===== config.mk =====
export PLATFORM = sky130hd
export DESIGN_NAME = time_hmac_port_hop
export DESIGN_NICKNAME = d
export VERILOG_FILES = /design/src/hdl/tmh_pkg.sv /design/src/hdl/tmh_ctrl.sv /design/src/hdl/tmh_dp.sv /design/src/hdl/time_hmac_port_hop.sv
export SDC_FILE = /design/constraint.sdc
export NUM_CORES = 2
export LEC_CHECK = 0
export ABC_AREA = 1
export BUFFER_PORTS_ARGS = -buffer_cell sky130_fd_sc_hd__buf_2
export CAP_MARGIN = 20
export CORE_ASPECT_RATIO = 0.8
export CORE_MARGIN = 3
export CORE_UTILIZATION = 30
export CTS_BUF_LIST = sky130_fd_sc_hd__clkbuf_4 sky130_fd_sc_hd__clkbuf_8
export CTS_CLUSTER_DIAMETER = 40
export DETAILED_ROUTE_END_ITERATION = 8
export PLACE_DENSITY = 0.45
export SLEW_MARGIN = 20
export SYNTH_ARGS = -nofsm -noshare
export SYNTH_HDL_FRONTEND = slang
export SYNTH_SLANG_ARGS = --single-unit

===== constraint.sdc =====
create_clock -name aclk -period 50.1 [get_ports aclk]
set_input_delay 7.515 -clock aclk [delete_from_list [all_inputs] [get_ports aclk]]
set_output_delay 7.515 -clock aclk [all_outputs]
set_load 0.03 [all_outputs]

===== src/hdl/tmh_pkg.sv =====
// Shared types, constants and SHA-256 helpers for the time-based port hop block.
package tmh_pkg;

    localparam int unsigned TimeW   = 64;
    localparam int unsigned PortW   = 16;
    localparam int unsigned CfgW    = 64;
    localparam int unsigned CfgAddrW = 3;

    localparam logic [CfgAddrW-1:0] REG_KEY0   = 3'd0;
    localparam logic [CfgAddrW-1:0] REG_KEY1   = 3'd1;
    localparam logic [CfgAddrW-1:0] REG_KEY2   = 3'd2;
    localparam logic [CfgAddrW-1:0] REG_KEY3   = 3'd3;
    localparam logic [CfgAddrW-1:0] REG_PERIOD = 3'd4;
    localparam logic [CfgAddrW-1:0] REG_PLOW   = 3'd5;
    localparam logic [CfgAddrW-1:0] REG_PHIGH  = 3'd6;

    localparam logic [31:0] DEFAULT_PERIOD = 32'd60;
    localparam logic [15:0] RESET_PLOW     = 16'd1024;
    localparam logic [15:0] RESET_PHIGH    = 16'd65535;

    // block selectors for the four compressions
    localparam logic [1:0] BLK_IPAD  = 2'd0;
    localparam logic [1:0] BLK_MSG   = 2'd1;
    localparam logic [1:0] BLK_OPAD  = 2'd2;
    localparam logic [1:0] BLK_INNER = 2'd3;

    localparam logic [31:0] IPAD_WORD = 32'h36363636;
    localparam logic [31:0] OPAD_WORD = 32'h5c5c5c5c;
    localparam logic [31:0] PAD_WORD  = 32'h80000000;
    localparam logic [31:0] MSG_BITS  = 32'd576;
    localparam logic [31:0] DIG_BITS  = 32'd768;

    typedef logic [31:0] word_t;

    typedef struct packed {
        logic [63:0] key0;
        logic [63:0] key1;
        logic [63:0] key2;
        logic [63:0] key3;
        logic [31:0] period;
        logic [15:0] port_low;
        logic [15:0] port_high;
    } cfg_t;

    typedef struct packed {
        logic       start_div;
        logic       start_sha;
        logic [1:0] blk;
        logic       start_mod;
        logic       load_out;
    } cmd_t;

    typedef struct packed {
        logic done;
    } stat_t;

    typedef enum logic [7:0] {
        ST_IDLE = 8'b0000_0001,
        ST_DIV  = 8'b0000_0010,
        ST_SHA0 = 8'b0000_0100,
        ST_SHA1 = 8'b0000_1000,
        ST_SHA2 = 8'b0001_0000,
        ST_SHA3 = 8'b0010_0000,
        ST_MOD  = 8'b0100_0000,
        ST_OUT  = 8'b1000_0000
    } state_t;

    function automatic word_t sha_init(input logic [2:0] i);
        case (i)
            3'd0:    sha_init = 32'h6a09e667;
            3'd1:    sha_init = 32'hbb67ae85;
            3'd2:    sha_init = 32'h3c6ef372;
            3'd3:    sha_init = 32'ha54ff53a;
            3'd4:    sha_init = 32'h510e527f;
            3'd5:    sha_init = 32'h9b05688c;
            3'd6:    sha_init = 32'h1f83d9ab;
            default: sha_init = 32'h5be0cd19;
        endcase
    endfunction

    function automatic word_t sha_k(input logic [5:0] i);
        case (i)
            6'd0:  sha_k = 32'h428a2f98; 6'd1:  sha_k = 32'h71374491;
            6'd2:  sha_k = 32'hb5c0fbcf; 6'd3:  sha_k = 32'he9b5dba5;
            6'd4:  sha_k = 32'h3956c25b; 6'd5:  sha_k = 32'h59f111f1;
            6'd6:  sha_k = 32'h923f82a4; 6'd7:  sha_k = 32'hab1c5ed5;
            6'd8:  sha_k = 32'hd807aa98; 6'd9:  sha_k = 32'h12835b01;
            6'd10: sha_k = 32'h243185be; 6'd11: sha_k = 32'h550c7dc3;
            6'd12: sha_k = 32'h72be5d74; 6'd13: sha_k = 32'h80deb1fe;
            6'd14: sha_k = 32'h9bdc06a7; 6'd15: sha_k = 32'hc19bf174;
            6'd16: sha_k = 32'he49b69c1; 6'd17: sha_k = 32'hefbe4786;
            6'd18: sha_k = 32'h0fc19dc6; 6'd19: sha_k = 32'h240ca1cc;
            6'd20: sha_k = 32'h2de92c6f; 6'd21: sha_k = 32'h4a7484aa;
            6'd22: sha_k = 32'h5cb0a9dc; 6'd23: sha_k = 32'h76f988da;
            6'd24: sha_k = 32'h983e5152; 6'd25: sha_k = 32'ha831c66d;
            6'd26: sha_k = 32'hb00327c8; 6'd27: sha_k = 32'hbf597fc7;
            6'd28: sha_k = 32'hc6e00bf3; 6'd29: sha_k = 32'hd5a79147;
            6'd30: sha_k = 32'h06ca6351; 6'd31: sha_k = 32'h14292967;
            6'd32: sha_k = 32'h27b70a85; 6'd33: sha_k = 32'h2e1b2138;
            6'd34: sha_k = 32'h4d2c6dfc; 6'd35: sha_k = 32'h53380d13;
            6'd36: sha_k = 32'h650a7354; 6'd37: sha_k = 32'h766a0abb;
            6'd38: sha_k = 32'h81c2c92e; 6'd39: sha_k = 32'h92722c85;
            6'd40: sha_k = 32'ha2bfe8a1; 6'd41: sha_k = 32'ha81a664b;
            6'd42: sha_k = 32'hc24b8b70; 6'd43: sha_k = 32'hc76c51a3;
            6'd44: sha_k = 32'hd192e819; 6'd45: sha_k = 32'hd6990624;
            6'd46: sha_k = 32'hf40e3585; 6'd47: sha_k = 32'h106aa070;
            6'd48: sha_k = 32'h19a4c116; 6'd49: sha_k = 32'h1e376c08;
            6'd50: sha_k = 32'h2748774c; 6'd51: sha_k = 32'h34b0bcb5;
            6'd52: sha_k = 32'h391c0cb3; 6'd53: sha_k = 32'h4ed8aa4a;
            6'd54: sha_k = 32'h5b9cca4f; 6'd55: sha_k = 32'h682e6ff3;
            6'd56: sha_k = 32'h748f82ee; 6'd57: sha_k = 32'h78a5636f;
            6'd58: sha_k = 32'h84c87814; 6'd59: sha_k = 32'h8cc70208;
            6'd60: sha_k = 32'h90befffa; 6'd61: sha_k = 32'ha4506ceb;
            6'd62: sha_k = 32'hbef9a3f7; default: sha_k = 32'hc67178f2;
        endcase
    endfunction

    function automatic word_t rotr(input word_t x, input int unsigned n);
        rotr = (x >> n) | (x << (32 - n));
    endfunction

    function automatic word_t ssig0(input word_t x);
        ssig0 = rotr(x, 7) ^ rotr(x, 18) ^ (x >> 3);
    endfunction

    function automatic word_t ssig1(input word_t x);
        ssig1 = rotr(x, 17) ^ rotr(x, 19) ^ (x >> 10);
    endfunction

    function automatic word_t bsig0(input word_t x);
        bsig0 = rotr(x, 2) ^ rotr(x, 13) ^ rotr(x, 22);
    endfunction

    function automatic word_t bsig1(input word_t x);
        bsig1 = rotr(x, 6) ^ rotr(x, 11) ^ rotr(x, 25);
    endfunction

endpackage


===== src/hdl/tmh_ctrl.sv =====
// Sequencer for divide, four SHA-256 compressions, modulo and result hand-off.
module tmh_ctrl (
    input  logic          aclk,
    input  logic          aresetn,
    input  logic          s_tvalid,
    output logic          s_tready,
    output logic          m_tvalid,
    input  logic          m_tready,
    input  tmh_pkg::stat_t stat,
    output tmh_pkg::cmd_t  cmd
);
    import tmh_pkg::*;

    state_t state_reg, state_next;
    logic   oval_reg, oval_next;

    assign s_tready = (state_reg == ST_IDLE);
    assign m_tvalid = oval_reg;

    always_comb begin
        state_next = state_reg;
        oval_next  = oval_reg & ~m_tready;
        cmd        = '0;
        case (state_reg)
            ST_IDLE: begin
                if (s_tvalid) begin
                    cmd.start_div = 1'b1;
                    state_next    = ST_DIV;
                end
            end
            ST_DIV: begin
                if (stat.done) begin
                    cmd.start_sha = 1'b1;
                    cmd.blk       = BLK_IPAD;
                    state_next    = ST_SHA0;
                end
            end
            ST_SHA0: begin
                if (stat.done) begin
                    cmd.start_sha = 1'b1;
                    cmd.blk       = BLK_MSG;
                    state_next    = ST_SHA1;
                end
            end
            ST_SHA1: begin
                if (stat.done) begin
                    cmd.start_sha = 1'b1;
                    cmd.blk       = BLK_OPAD;
                    state_next    = ST_SHA2;
                end
            end
            ST_SHA2: begin
                if (stat.done) begin
                    cmd.start_sha = 1'b1;
                    cmd.blk       = BLK_INNER;
                    state_next    = ST_SHA3;
                end
            end
            ST_SHA3: begin
                if (stat.done) begin
                    cmd.start_mod = 1'b1;
                    state_next    = ST_MOD;
                end
            end
            ST_MOD: begin
                if (stat.done) begin
                    state_next = ST_OUT;
                end
            end
            ST_OUT: begin
                // hold until the output register is free
                if (!oval_reg || m_tready) begin
                    cmd.load_out = 1'b1;
                    oval_next    = 1'b1;
                    state_next   = ST_IDLE;
                end
            end
            default: begin
                state_next = ST_IDLE;
            end
        endcase
    end

    always_ff @(posedge aclk) begin
        if (!aresetn) begin
            state_reg <= ST_IDLE;
            oval_reg  <= 1'b0;
        end else begin
            state_reg <= state_next;
            oval_reg  <= oval_next;
        end
    end

endmodule


===== src/hdl/tmh_dp.sv =====
// Datapath: bit-serial divider, SHA-256 round unit, bit-serial modulo, result register.
module tmh_dp (
    input  logic          aclk,
    input  logic          aresetn,
    input  logic [63:0]   time_in,
    input  tmh_pkg::cfg_t  cfg,
    input  tmh_pkg::cmd_t  cmd,
    output tmh_pkg::stat_t stat,
    output logic [15:0]   hop_port
);
    import tmh_pkg::*;

    logic        div_run_reg, sha_run_reg, mod_run_reg, ff_reg, done_reg;
    logic [5:0]  cnt_reg;
    logic [1:0]  blk_reg;
    logic [63:0] quo_reg;
    logic [31:0] rem_reg;
    logic [15:0] mq_reg, mrem_reg;
    logic [15:0] out_reg;
    word_t       h_reg [8];
    word_t       v_reg [8];
    word_t       w_reg [16];
    word_t       inner_reg [8];

    logic [31:0] period;
    logic [32:0] div_sh;
    logic        div_ge;
    logic [16:0] range17, mod_sh;
    logic        mod_ge;
    word_t       t1, t2, w_new;
    word_t       blk_w [16];
    word_t       h_sum [8];

    assign period  = (cfg.period == 32'd0) ? DEFAULT_PERIOD : cfg.period;
    assign div_sh  = {rem_reg, quo_reg[63]};
    assign div_ge  = (div_sh >= {1'b0, period});
    assign range17 = {1'b0, cfg.port_high} - {1'b0, cfg.port_low} + 17'd1;
    assign mod_sh  = {mrem_reg, mq_reg[15]};
    assign mod_ge  = (mod_sh >= range17);

    assign t1 = v_reg[7] + bsig1(v_reg[4]) + ((v_reg[4] & v_reg[5]) ^ (~v_reg[4] & v_reg[6]))
              + sha_k(cnt_reg) + w_reg[0];
    assign t2 = bsig0(v_reg[0]) + ((v_reg[0] & v_reg[1]) ^ (v_reg[0] & v_reg[2])
              ^ (v_reg[1] & v_reg[2]));
    assign w_new = w_reg[0] + ssig0(w_reg[1]) + w_reg[9] + ssig1(w_reg[14]);

    always_comb begin
        for (int i = 0; i < 8; i++) begin
            h_sum[i] = h_reg[i] + v_reg[i];
        end
        for (int i = 0; i < 16; i++) begin
            blk_w[i] = '0;
        end
        case (cmd.blk)
            BLK_IPAD, BLK_OPAD: begin
                blk_w[0] = cfg.key0[63:32];
                blk_w[1] = cfg.key0[31:0];
                blk_w[2] = cfg.key1[63:32];
                blk_w[3] = cfg.key1[31:0];
                blk_w[4] = cfg.key2[63:32];
                blk_w[5] = cfg.key2[31:0];
                blk_w[6] = cfg.key3[63:32];
                blk_w[7] = cfg.key3[31:0];
                for (int i = 0; i < 16; i++) begin
                    blk_w[i] = blk_w[i] ^ ((cmd.blk == BLK_IPAD) ? IPAD_WORD : OPAD_WORD);
                end
            end
            BLK_MSG: begin
                blk_w[0]  = quo_reg[63:32];
                blk_w[1]  = quo_reg[31:0];
                blk_w[2]  = PAD_WORD;
                blk_w[15] = MSG_BITS;
            end
            default: begin
                for (int i = 0; i < 8; i++) begin
                    blk_w[i] = inner_reg[i];
                end
                blk_w[8]  = PAD_WORD;
                blk_w[15] = DIG_BITS;
            end
        endcase
    end

    // control flags
    always_ff @(posedge aclk) begin
        if (!aresetn) begin
            div_run_reg <= 1'b0;
            sha_run_reg <= 1'b0;
            mod_run_reg <= 1'b0;
            ff_reg      <= 1'b0;
            done_reg    <= 1'b0;
            cnt_reg     <= '0;
        end else begin
            done_reg <= 1'b0;
            ff_reg   <= 1'b0;
            cnt_reg  <= cnt_reg + 6'd1;
            if (cmd.start_div || cmd.start_sha || cmd.start_mod) begin
                cnt_reg <= '0;
            end
            if (cmd.start_div) div_run_reg <= 1'b1;
            if (cmd.start_sha) sha_run_reg <= 1'b1;
            if (cmd.start_mod) mod_run_reg <= 1'b1;
            if (div_run_reg && cnt_reg == 6'd63) begin
                div_run_reg <= 1'b0;
                done_reg    <= 1'b1;
            end
            if (sha_run_reg && cnt_reg == 6'd63) begin
                sha_run_reg <= 1'b0;
                ff_reg      <= 1'b1;
            end
            if (ff_reg) done_reg <= 1'b1;
            if (mod_run_reg && cnt_reg == 6'd15) begin
                mod_run_reg <= 1'b0;
                done_reg    <= 1'b1;
            end
        end
    end

    // payload
    always_ff @(posedge aclk) begin
        if (cmd.start_div) begin
            quo_reg <= time_in;
            rem_reg <= '0;
        end else if (div_run_reg) begin
            quo_reg <= {quo_reg[62:0], div_ge};
            rem_reg <= div_ge ? 32'(div_sh - {1'b0, period}) : div_sh[31:0];
        end

        if (cmd.start_sha) begin
            blk_reg <= cmd.blk;
            for (int i = 0; i < 16; i++) begin
                w_reg[i] <= blk_w[i];
            end
            for (int i = 0; i < 8; i++) begin
                if (cmd.blk == BLK_IPAD || cmd.blk == BLK_OPAD) begin
                    h_reg[i] <= sha_init(3'(i));
                    v_reg[i] <= sha_init(3'(i));
                end else begin
                    v_reg[i] <= h_reg[i];
                end
            end
        end else if (sha_run_reg) begin
            for (int i = 0; i < 15; i++) begin
                w_reg[i] <= w_reg[i+1];
            end
            w_reg[15] <= w_new;
            v_reg[0] <= t1 + t2;
            v_reg[1] <= v_reg[0];
            v_reg[2] <= v_reg[1];
            v_reg[3] <= v_reg[2];
            v_reg[4] <= v_reg[3] + t1;
            v_reg[5] <= v_reg[4];
            v_reg[6] <= v_reg[5];
            v_reg[7] <= v_reg[6];
        end else if (ff_reg) begin
            for (int i = 0; i < 8; i++) begin
                h_reg[i] <= h_sum[i];
                if (blk_reg == BLK_MSG) inner_reg[i] <= h_sum[i];
            end
        end

        if (cmd.start_mod) begin
            mq_reg   <= h_reg[0][31:16];
            mrem_reg <= '0;
        end else if (mod_run_reg) begin
            mq_reg   <= {mq_reg[14:0], 1'b0};
            mrem_reg <= mod_ge ? 16'(mod_sh - range17) : mod_sh[15:0];
        end

        if (cmd.load_out) begin
            out_reg <= (cfg.port_high < cfg.port_low) ? cfg.port_low
                                                      : cfg.port_low + mrem_reg;
        end
    end

    assign stat.done = done_reg;
    assign hop_port  = out_reg;

endmodule


===== src/hdl/time_hmac_port_hop.sv =====
// Top level of the HMAC-SHA256 time-based port hop block.
// Each request carries a Unix time in seconds and yields one hop port. The time is
// divided by hop_period_seconds (zero means 60), the epoch is run through
// HMAC-SHA256 under the 256-bit key, and the first 16 digest bits are reduced
// into [port_low, port_high] (port_low if port_high is below it). A request runs
// through a bit-serial divider, four SHA-256 compressions (64 rounds each on
// one shared round unit, then a fold into the hash state and a handoff), a
// bit-serial modulo, and then the output register is loaded. The next request
// can be taken in the same cycle as the result becomes valid.
// Requests are taken one at a time; the output register lets the next request
// start while a result waits, and a second finished result holds the input off.
module time_hmac_port_hop (
    input  logic                         aclk,
    input  logic                         aresetn,
    input  logic                         s_tvalid,
    output logic                         s_tready,
    input  logic [63:0]                  s_tdata,   // [63:0] time_seconds
    output logic                         m_tvalid,
    input  logic                         m_tready,
    output logic [15:0]                  m_tdata,   // [15:0] hop_port
    input  logic                         cfg_wr_en,
    input  logic [tmh_pkg::CfgAddrW-1:0] cfg_addr,
    input  logic [tmh_pkg::CfgW-1:0]     cfg_wr_data
);
    import tmh_pkg::*;

    cfg_t  cfg_reg;
    cmd_t  cmd;
    stat_t stat;

    always_ff @(posedge aclk) begin
        if (!aresetn) begin
            cfg_reg.key0      <= '0;
            cfg_reg.key1      <= '0;
            cfg_reg.key2      <= '0;
            cfg_reg.key3      <= '0;
            cfg_reg.period    <= DEFAULT_PERIOD;
            cfg_reg.port_low  <= RESET_PLOW;
            cfg_reg.port_high <= RESET_PHIGH;
        end else if (cfg_wr_en) begin
            case (cfg_addr)
                REG_KEY0:   cfg_reg.key0      <= cfg_wr_data;
                REG_KEY1:   cfg_reg.key1      <= cfg_wr_data;
                REG_KEY2:   cfg_reg.key2      <= cfg_wr_data;
                REG_KEY3:   cfg_reg.key3      <= cfg_wr_data;
                REG_PERIOD: cfg_reg.period    <= cfg_wr_data[31:0];
                REG_PLOW:   cfg_reg.port_low  <= cfg_wr_data[15:0];
                REG_PHIGH:  cfg_reg.port_high <= cfg_wr_data[15:0];
                default: ;
            endcase
        end
    end

    tmh_ctrl u_ctrl (
        .aclk     (aclk),
        .aresetn  (aresetn),
        .s_tvalid (s_tvalid),
        .s_tready (s_tready),
        .m_tvalid (m_tvalid),
        .m_tready (m_tready),
        .stat     (stat),
        .cmd      (cmd)
    );

    tmh_dp u_dp (
        .aclk     (aclk),
        .aresetn  (aresetn),
        .time_in  (s_tdata),
        .cfg      (cfg_reg),
        .cmd      (cmd),
        .stat     (stat),
        .hop_port (m_tdata)
    );

endmodule

### Word-level counts from Yosys, hierarchy flattened

Memories as Yosys holds them, arrays and structs flattened. A register that Yosys moved wholly into a read port is not among the register bits.
Index checks and enable logic that the tools add are counted.

* add/subtract/negate cells: 24
* magnitude comparators: 3
* eq/ne operators: 27
* multiplexer cells: 116
* bitwise operators: 78
* reductions and logical operators: 26

Operators by type and width (count)
* $mux W32: 58
* $add A32 B32 Y32: 18
* $xor A32 B32 Y32: 16
* $pmux W192 S2: 1
* $mux W192: 1
* $pmux W96 S2: 1
* $and A32 B32 Y32: 5
* $mux W64: 2
* $mux W16: 4
* $mux W8: 8
* $pmux W32 S2: 1
* $pmux W8 S8: 1
* $or A1 B1 Y1: 40
* $ge A33 B32 Y1: 1
* $logic_not A32 Y1: 1
* $mux W1: 32
* $not A32 Y32: 1
* $or A10 B32 Y32: 1
* $or A13 B32 Y32: 1
* $or A14 B32 Y32: 1
* $or A15 B32 Y32: 1
* $or A19 B32 Y32: 1
* $or A21 B32 Y32: 1
* $or A25 B32 Y32: 1
* other kinds (46): 76

* flip-flop bits (word level): 486
* memory bits (writable): 1280
* memory bits (read-only): 2048
* bits of input ports: 136
* output and inout port bits: 18
* word-level logic and storage cells: 300
* memories kept: 5

Memories
* (name not given): depth 64, width 32, rd ports 1, clocked after memory_dff 1, wr ports 0, line tmh_pkg.sv:82 `case (i)`
* u_dp.w_reg: depth 16, width 32, rd ports 16, clocked after memory_dff 0, wr ports 16, line tmh_dp.sv:22 `word_t w_reg [16];`
* u_dp.h_reg: depth 8, width 32, rd ports 8, clocked after memory_dff 0, wr ports 8, line tmh_dp.sv:20 `word_t h_reg [8];`
* u_dp.inner_reg: depth 8, width 32, rd ports 8, clocked after memory_dff 0, wr ports 8, line tmh_dp.sv:23 `word_t inner_reg [8];`
* u_dp.v_reg: depth 8, width 32, rd ports 8, clocked after memory_dff 0, wr ports 8, line tmh_dp.sv:21 `word_t v_reg [8];`

### Depth between registers and ports, before layout

An unclocked memory read counts as a cell.

* depth after elaboration: 10
* mapped depth: 35
* gate-level depth less buffers: 35

### Modules after synthesis

From an unflattened synthesis, not the netlist that was laid out.

* cell total of the unflattened synthesis: 12880
* area total of the unflattened synthesis: 109232.3 um^2

Modules (own cells, without submodules)
* tmh_dp: instances 1, cells an instance 10976, area an instance 95992.1 um^2, sequential area each 43201.4 um^2
* time_hmac_port_hop: instances 1, cells an instance 1797, area an instance 12582.1 um^2, sequential area each 6406.1 um^2
* tmh_ctrl: instances 1, cells an instance 107, area an instance 658.1 um^2, sequential area each 180.2 um^2

### Least setup slack after synthesis

No wires, ideal clock.

* path type: register to register
* from: register u_ctrl.state_reg[7]
* to: memory u_dp.inner_reg[0][0] (netlist name) (enable)
* setup time: 0.877 ns
* arrival: 17.486 ns
* data required time: 49.223 ns
* path slack: 31.737 ns
* cell stages (with the launch flop): 14
* path buffers: 1
* period minus slack after synthesis: 18.363 ns
* cells stage by stage: dfxtp_1 -> inv_2 -> nand2_2 -> nor2_1 -> nand3_1 -> nand2_1 -> nor2_4 -> inv_2 -> nor2_1 -> inv_2 -> nor2_2 -> clkbuf_1 -> nand2_1 -> nor2_1

RTL lines
* start, declared: line tmh_ctrl.sv:14 `state_t state_reg, state_next;`
* start signal, assigned: line tmh_ctrl.sv:89 `state_reg <= state_next;`
* end, declared: line tmh_dp.sv:23

==> results.md <==
- Hold_buf cts: 0
- Top cells by count, synth: nand2_1 (2767), inv_1 (1547), edfxtp_1 (1378)
- Initial antenna violation count: 33
- GRT Total Usage: 0.266
- Inst Count DP: 17148
- Max Cap Violations: 0
- Min-Delay Startpoint: cfg_reg[108]$_SDFFE_PN0P_
- Crit-path max FO: 74
- Synth Area per Inst: 8.55 um^2
- Worst endpoint data arrival time: 11480 ps
- Crit path kind: input pin to register
- Post-synth EDFFs: 1378
- Root buf cell: clkbuf_8
- # DRC: 0
- Post-synth top area share: 0.383
- GPL Wtd Cong: 0.997
- PostCTS Resize Cnt: 0
- Synth Net Count: 13481
- First-pass GRT wire length: 696 mm
- Post-CTS Setup Bufs: 0
- Layout Nets: 13589
- Max clock buf depth: 4
- Port bufs: 153
- Chip height: 543 um
- Req. time, crit path: 51010 ps
- Layout area overhead: 12.5%
- DPL Wire Length: 385 mm
- Setup-failing EPs final: 0
- Min-Delay Path Class: register to register
- CP endpoint kind: register
- Synth Register Bits: 1798
- Tcrit/Tclk final: 0.211
- Most common cell in the synthesized netlist: nand2_1
- Reg2reg start: u_dp.v_reg[4][7]$_DFFE_PP_
- Yosys warning count: 0
- CTS tree: built
- Row cnt: 196
- Async S/R FF share, synth: 0
- Die Width: 677 um
- Fin cells: 17811
- Layout cells sized above 1: 0.0788
- Core Box Area: 358000 um^2
- CTS clock-pin slew for the worst setup and hold paths: 60 ps
- Cells after Synth: 12648
- VDD IR-drop max: 0.103 mV
- Routed Antenna Nets: 0
- Initial DRT Pass Iterations: 6
- Worst skew pair latency: 1100 ps
- CTS sink count: 1798
- Drt initial violations: 11629
- Crit path launch type: input pin
- Clk_skew: 134 ps
- PwrDens: 56.5 nW/um^2
- Initial core utilization: 0.302
- Setup TNS: 0 ps
- Top cells by area, synth: edfxtp_1 (38%), nand2_1 (9.6%), dfxtp_1 (7.8%)
- Mapped cell area: 108000 um^2
- Unrepaired setup endpoints after global routing: false
- Worst slew pin tran: 1320 ps
- Vias in the first global route: 86737
- Synth area leader: edfxtp_1
- Hold Vio Cnt, Final: 0
- Vias per cell: 5.26
- Slew headroom: 0.112
- Via count: 93733
- Ports: 154
- Overflow after GRT: 0
- CTS Buf Count: 357
- Detailed Route WL: 506 mm
- Register area share after synthesis: 0.461
- Yosys cell types: 61
- Setup crit start: aresetn
- WL/cell: 28.4 um
- Final-report max-slew violation count: 0
- Top_reg_cell synth: edfxtp_1
- Status: completed
- Final Critical Period: 10570 ps
- Die footprint: 368000 um^2
- H-tree depth: 5
- Largest net degree at the start of global routing: 143
- Lkg Pwr: 50.6 nW
- Achievable Freq: 94.6 MHz
- Max reg flops: 512
cells by family after synthesis:
family / Yosys count / synth area share
flops: 1798 / 0.461
simple gates: 5125 / 0.196
fa+ha+maj: 710 / 0.0962
buf+inv: 2092 / 0.0743
mux: 1 / 0.000104
xor+xnor: 612 / 0.0497
compound gates: 2310 / 0.123
critical path, stage by stage:
cell,delay [ps]
buf_8,350
nand2_1,290
nor2_4,560
nand3_1,630
inv_2,510
ha_1,220
inv_1,60
nand4_1,500
nand2_1,170
nand2_1,120
nand2_1,100
o21ai_0,280
nand2_1,80
where the power goes:
group / leakage, nW / switching (mW) / internal [mW] / total (mW)
registers: 15.8 / 0.0366 / 1.68 / 1.71
logic: 30.8 / 2.51 / 0.971 / 3.48
clock network: 3.97 / 0.740 / 0.942 / 1.68
layout make-up:
type,count,area (um^2)
multi-input combinational,8758,50400
inverter,1566,5900
clock buffer,474,5910
sequential,1798,49800
timing repair buffer,275,1820
tap,4752,5950
clock inverter,172,1820
fill,38041,236000
antenna,16,40.0
final timing paths:
kind,end,slack [ps],cells after the start
min,cfg_reg[108]$_SDFFE_PN0P_,450,2
max reg2reg,u_dp.v_reg[0][22]$_DFFE_PP_,41160,26
max,register,39530,13
min reg2reg,cfg_reg[108]$_SDFFE_PN0P_,450,2
cells in the final DEF (no fill, tap or decap), drive strengths merged, types with 6 or more instances in the layout:
master,Yosys,routed
maj3,13,13
a21boi,29,29
buf,130,275
dfxtp,420,420
a22o,49,49
nand3b,53,53
o211ai,37,37
xnor2,269,269
a21o,71,71
clkinvlp,0,28
and3,6,6
fa,206,206
nor2,1219,1219
or2,70,70
o21ai,910,910
clkbuf,396,474
edfxtp,1378,1378
nand2,2784,2784
and2,11,11
o22ai,72,72
a31oi,181,181
o221ai,64,64
diode,0,16
nand4,85,85
ha,491,491
a221oi,16,16
clkinv,2,106
xor2,343,343
o21bai,66,66
a21oi,696,696
nand3,775,775
nor4,43,43
o21a,31,31
inv,1564,1572
bufinv,0,32
o311ai,67,67
nor3,72,72
metal layers:
| metal | wire, um | track usage | up-vias |
|---|---|---|---|
| li1 | - | - | 42673 |
| met1 | 238000 | 0.400 | 46612 |
| met2 | 209000 | 0.385 | 3882 |
| met3 | 46000 | 0.0587 | 560 |
| met4 | 12800 | 0.0613 | 6 |
| met5 | 34 | 0 | - |
per-stage QoR:
step           total power, mW  hold slack [ps]  area (um^2)  setup slack (ps)  utilization
2_1_floorplan             3.80              421       108000             31740            -
3_3_place_gp              5.11              438       114000             38580        0.318
3_5_place_dp              5.09              439       114000             38580        0.318
4_1_cts                   6.79              448       122000             39710        0.340
5_1_grt                   7.24              467       122000             39500        0.340
6_report                  6.87              448       122000             39530        0.340
No activity file was read; power rests on OpenSTA's default activity.
